## src/rtl/masked_palette_sprite_decoder_defines.svh

```systemverilog
// Assertion macros for the masked palette sprite decoder.
// Expects clk and rst in the scope of the module that uses them.
`ifndef MASKED_PALETTE_SPRITE_DECODER_DEFINES_SVH
`define MASKED_PALETTE_SPRITE_DECODER_DEFINES_SVH

// Same-cycle implication, off during reset.
`define MPSD_ASSERT_IMP(label, ante, cons, msg) \
  label: assert property (@(posedge clk) disable iff (rst) (ante) |-> (cons)) \
    else $error(msg);

// Next-cycle implication, off during reset.
`define MPSD_ASSERT_NXT(label, ante, cons, msg) \
  label: assert property (@(posedge clk) disable iff (rst) (ante) |=> (cons)) \
    else $error(msg);

`endif

```

## src/rtl/mpsd_pkg.sv

```systemverilog
// Shared types and constants of the masked palette sprite decoder.
// No dependencies; imported by mpsd_ctrl, mpsd_dp and the top level.
`default_nettype none

package mpsd_pkg;

  localparam int unsigned PAL_ENTRIES_DEF = 256;
  localparam int unsigned CFG_DATA_W      = 16;

  // func codes of an input beat
  localparam logic [1:0] FUNC_PAL   = 2'd0;
  localparam logic [1:0] FUNC_DATA  = 2'd1;
  localparam logic [1:0] FUNC_START = 2'd2;

  // configuration register indexes
  localparam logic [1:0] CFG_MASKED = 2'd0;
  localparam logic [1:0] CFG_WIDTH  = 2'd1;
  localparam logic [1:0] CFG_HEIGHT = 2'd2;
  localparam logic [1:0] CFG_PCOUNT = 2'd3;

  localparam logic [7:0] ALPHA_OPAQUE = 8'hFF;
  localparam logic [3:0] MASK_BITS    = 4'd8;

  typedef struct packed {
    logic mask_load;
    logic emit_color;
    logic emit_clear;
    logic group_end;
  } mpsd_cmd_t;

  typedef struct packed {
    logic skip;
    logic masked;
    logic expect_mask;
    logic fin;
    logic color_more;
    logic clear_now;
    logic slot_free;
  } mpsd_stat_t;

endpackage

`default_nettype wire

```

## src/rtl/mpsd_ctrl.sv

```systemverilog
// Controller of the sprite decoder: sequences decode, palette read and pixel emission.
// Depends on mpsd_pkg; drives mpsd_dp through mpsd_cmd_t and reads mpsd_stat_t.
`default_nettype none

module mpsd_ctrl
  import mpsd_pkg::*;
(
  input  wire logic       clk,
  input  wire logic       rst,
  input  wire logic       in_valid,
  input  wire logic [1:0] func,
  output logic            in_ready,
  input  wire mpsd_stat_t stat,
  output mpsd_cmd_t       cmd
);

  typedef enum logic [1:0] {
    S_IDLE,
    S_EVAL,
    S_COLOR,
    S_ADV
  } state_t;

  state_t state;
  state_t state_next;

  always_comb begin
    state_next = state;
    cmd        = '0;
    unique case (state)
      S_IDLE: begin
        if (in_valid && in_ready && func == FUNC_DATA) begin
          state_next = S_EVAL;
        end
      end
      S_EVAL: begin
        if (stat.skip) begin
          state_next = S_IDLE;
        end else if (!stat.masked || !stat.expect_mask) begin
          state_next = S_COLOR;
        end else begin
          cmd.mask_load = 1'b1;
          state_next    = stat.fin ? S_IDLE : S_ADV;
        end
      end
      S_COLOR: begin
        if (stat.slot_free) begin
          cmd.emit_color = 1'b1;
          state_next     = stat.color_more ? S_ADV : S_IDLE;
        end
      end
      S_ADV: begin
        // emit clear-bit pixels until a set bit waits or the group closes
        if (stat.clear_now) begin
          cmd.emit_clear = stat.slot_free;
        end else begin
          cmd.group_end = 1'b1;
          state_next    = S_IDLE;
        end
      end
      default: state_next = S_IDLE;
    endcase
  end

  always_ff @(posedge clk) begin
    if (rst) begin
      state    <= S_IDLE;
      in_ready <= 1'b1;
    end else begin
      state    <= state_next;
      in_ready <= (state_next == S_IDLE);
    end
  end

endmodule

`default_nettype wire

```

## config.mk

```make
export PLATFORM = sky130hd
export DESIGN_NAME = mpsd_ctrl
export DESIGN_NICKNAME = d
export VERILOG_FILES = /design/src/rtl/masked_palette_sprite_decoder_defines.svh /design/src/rtl/mpsd_pkg.sv /design/src/rtl/mpsd_ctrl.sv
export SDC_FILE = /design/constraint.sdc
export NUM_CORES = 1
export LEC_CHECK = 0
export BUFFER_PORTS_ARGS = -buffer_cell sky130_fd_sc_hd__buf_2
export CAP_MARGIN = 20
export CELL_PAD_IN_SITES_DETAIL_PLACEMENT = 0
export CELL_PAD_IN_SITES_GLOBAL_PLACEMENT = 1
export CORE_AREA = 2 2 39 41
export DETAILED_ROUTE_END_ITERATION = 12
export DIE_AREA = 0 0 41 43
export PLACE_DENSITY_LB_ADDON = 0.1
export SETUP_SLACK_MARGIN = 0.1
export SYNTH_ARGS = -nofsm -noshare
export SYNTH_HDL_FRONTEND = slang
export SYNTH_SLANG_ARGS = --single-unit
```

## constraint.sdc

```tcl
create_clock -name clk -period 3.1 [get_ports clk]
set_input_delay 0.31 -clock clk [delete_from_list [all_inputs] [get_ports clk]]
set_output_delay 0.31 -clock clk [all_outputs]
set_load 0.01 [all_outputs]
```

==> impl_metrics.tcl <==
set metrics [dict create \
    diodes 0 \
    die_x_um 41 \
    clock-skew-final_ns 0.002445 \
    gr-total-overflow 0 \
    period_needed_ns 1.534 \
    synthCells 25 \
    ios 17 \
    die_y_um 43 \
    synthesis.nets 37 \
    grt_pass1_wl_um 952 \
    drive_gt1_share_pct 46.67 \
    clk-insertion-delay-late_ns 0.23 \
    ant_nets 0 \
    wl_per_cell_um 10.18 \
    tightest_slew_ns 0.3055 \
    initial_core_util_pct 15.55 \
    cts.htree.levels 1 \
    p_clk_share_pct 48.2 \
    final_common_cell "buf_2" \
    clk_pin_slew_ns 0.04 \
    hold_viol_final 0 \
    sequentialPowerShare_pct 32.3 \
    grtUsageTotal_pct 8.216 \
    avgSynthCellArea_um2 8.608 \
    switching_power_mw 0.03659 \
    rsz0062_at_grt "no" \
    synth.distinct_cells 17 \
    cp_data_required_time_ns 2.79 \
    comb_power_share_pct 19.5 \
    timing.fmax_mhz 651.7 \
    ys_warn_count 0 \
    endpoint_kind "primary output" \
    cts_tree "done" \
    drv_slew 0 \
    clock_path_buffers 2 \
    ir_worst_vdd_mv 0.2477 \
    dpl.hpwl_um 509.2 \
    startpoint_type "register" \
    core-area_um2 1384 \
    p_int_mw 0.1061 \
    ys_seq_elements 3 \
    netSwitchingFraction_pct 25.65 \
    p_leak_nw 0.1611 \
    grt_start_max_net_pins 9 \
    drc 0 \
    period_share_pct 49.50 \
    num_rows 14 \
    syn_to_final_growth_pct 58.72 \
    dieArea_um2 1763 \
    clock-sinks 3 \
    antenna_found_initial 0 \
    nFillCells 166 \
    tns_ns 0 \
    grt_pass1_vias 243 \
    status "finished clean" \
    maxCapViolations 0 \
    p_total_mw 0.1426 \
    cp_max_fo 8 \
    clockRootBuffer "clkbuf_4" \
    hold_buffers 0 \
    cts_buffers 3 \
    seq_area_frac_synth_pct 27.91 \
    nets 58 \
    vias 262 \
    syn_area_um2 215.2 \
    wl_um 621 \
    gp_congestion 0.6263 \
    setup_viol 0 \
    power_density_nw_per_um2 417.6 \
    drtPass1Iterations 4 \
    first_iter_violations 7 \
    slew_headroom_pct 79.63 \
    portBuffers 16 \
    postCtsSetupBuffers 0 \
    ctsResizeCount 0 \
    worstSetupPathType "reg -> out" \
    mostFrequentLayoutCells "buf_2, nand2_1, nor2_1, clkbuf_4, dfxtp_1" \
    critPathArrivalTime_ns 1.22 \
    vias_per_cell 4.295 \
    min_path_type "in -> reg" \
]
[worst max-delay path: stages, from the launching register on]
cell and delay [ns]:
dfxtp_1 0.43, nor3b_2 0.27, and3_1 0.18, buf_2 0.12
[cells by family after synthesis]
logic type / count (synthesis) / synth area share [%]
flops: 3 / 27.91
compound gates: 5 / 23.84
simple gates: 17 / 48.26
[cell usage after synthesis]
master    instances  share of area, %
and3_1            1               2.9
nand2_1           4               7.0
a32o_1            1               4.7
o21bai_1          1               3.5
a22o_1            1               4.1
nor2_1            3               5.2
a222oi_1          1               4.7
nor3b_2           1               5.8
nand4b_1          2               8.1
and2b_1           1               3.5
or3b_1            1               4.1
nand3_1           1               2.3
or2b_1            1               3.5
and2_1            1               2.9
dfxtp_1           3                28
a221oi_2          1               7.0
nor2b_1           1               2.9
[through the flow]
step                worst slack [ns]  area (um2)  cells  util (%)  hold slack, ns
global route                   1.448       341.6     61     24.68          0.2603
CTS                            1.561       341.6     61     24.68          0.2629
floorplan                      1.928       215.2     25         -          0.3762
finish                         1.566       341.6     61     24.68          0.2641
global placement               1.813       315.3     57     22.78          0.5074
detailed placement             1.818       315.3     57     22.78          0.5085
[cell type report]
type / count / area (um2) / share of cell area (%)
clock buffer: 4 / 26.28 / 7.692
multi-input combinational: 22 / 155.1 / 45.42
sequential: 3 / 60.06 / 17.58
tap: 16 / 20.02 / 5.861
timing repair buffer: 16 / 80.08 / 23.44
[flip-flops by register name (all words and copies together), names as in the netlist]
signal and count:
state 2, in_ready 1
[final timing paths]
path | slack, ns | endpoint | depth (start not counted) | start
worst max-delay path | 1.57 | cmd[3] | 3 | state[0]$_SDFF_PP0_
worst min-delay path | 0.26 | state[0]$_SDFF_PP0_ | 2 | rst
worst max register to register | 1.84 | state[1]$_SDFF_PP0_ | 3 | state[0]$_SDFF_PP0_
worst min register to register | 0.56 | state[0]$_SDFF_PP0_ | 2 | in_ready$_SDFF_PP1_
[per-layer routing]
layer / global-route usage (%) / part of all wire, % / up-vias / wire length [um]
met1: 9.904 / 42 / 107 / 262
met4: 6.000 / 1.3 / 0 / 8
met2: 10.31 / 43 / 16 / 268
met5: 0 / 0 / - / 0
met3: 4.712 / 13 / 2 / 81
li1: - / - / 137 / -
[power groups by stage]
stage	combinational [mW]	sequential, mW	clock [mW]
after floorplan	0.0143	0.0465	0
after global placement	0.0279	0.0467	0
after detailed placement	0.0280	0.0466	0
after CTS	0.0282	0.0461	0.0710
after global routing	0.0305	0.0468	0.0759
final	0.0278	0.0461	0.0688
Note: power is estimated with default switching activity, not from simulation.
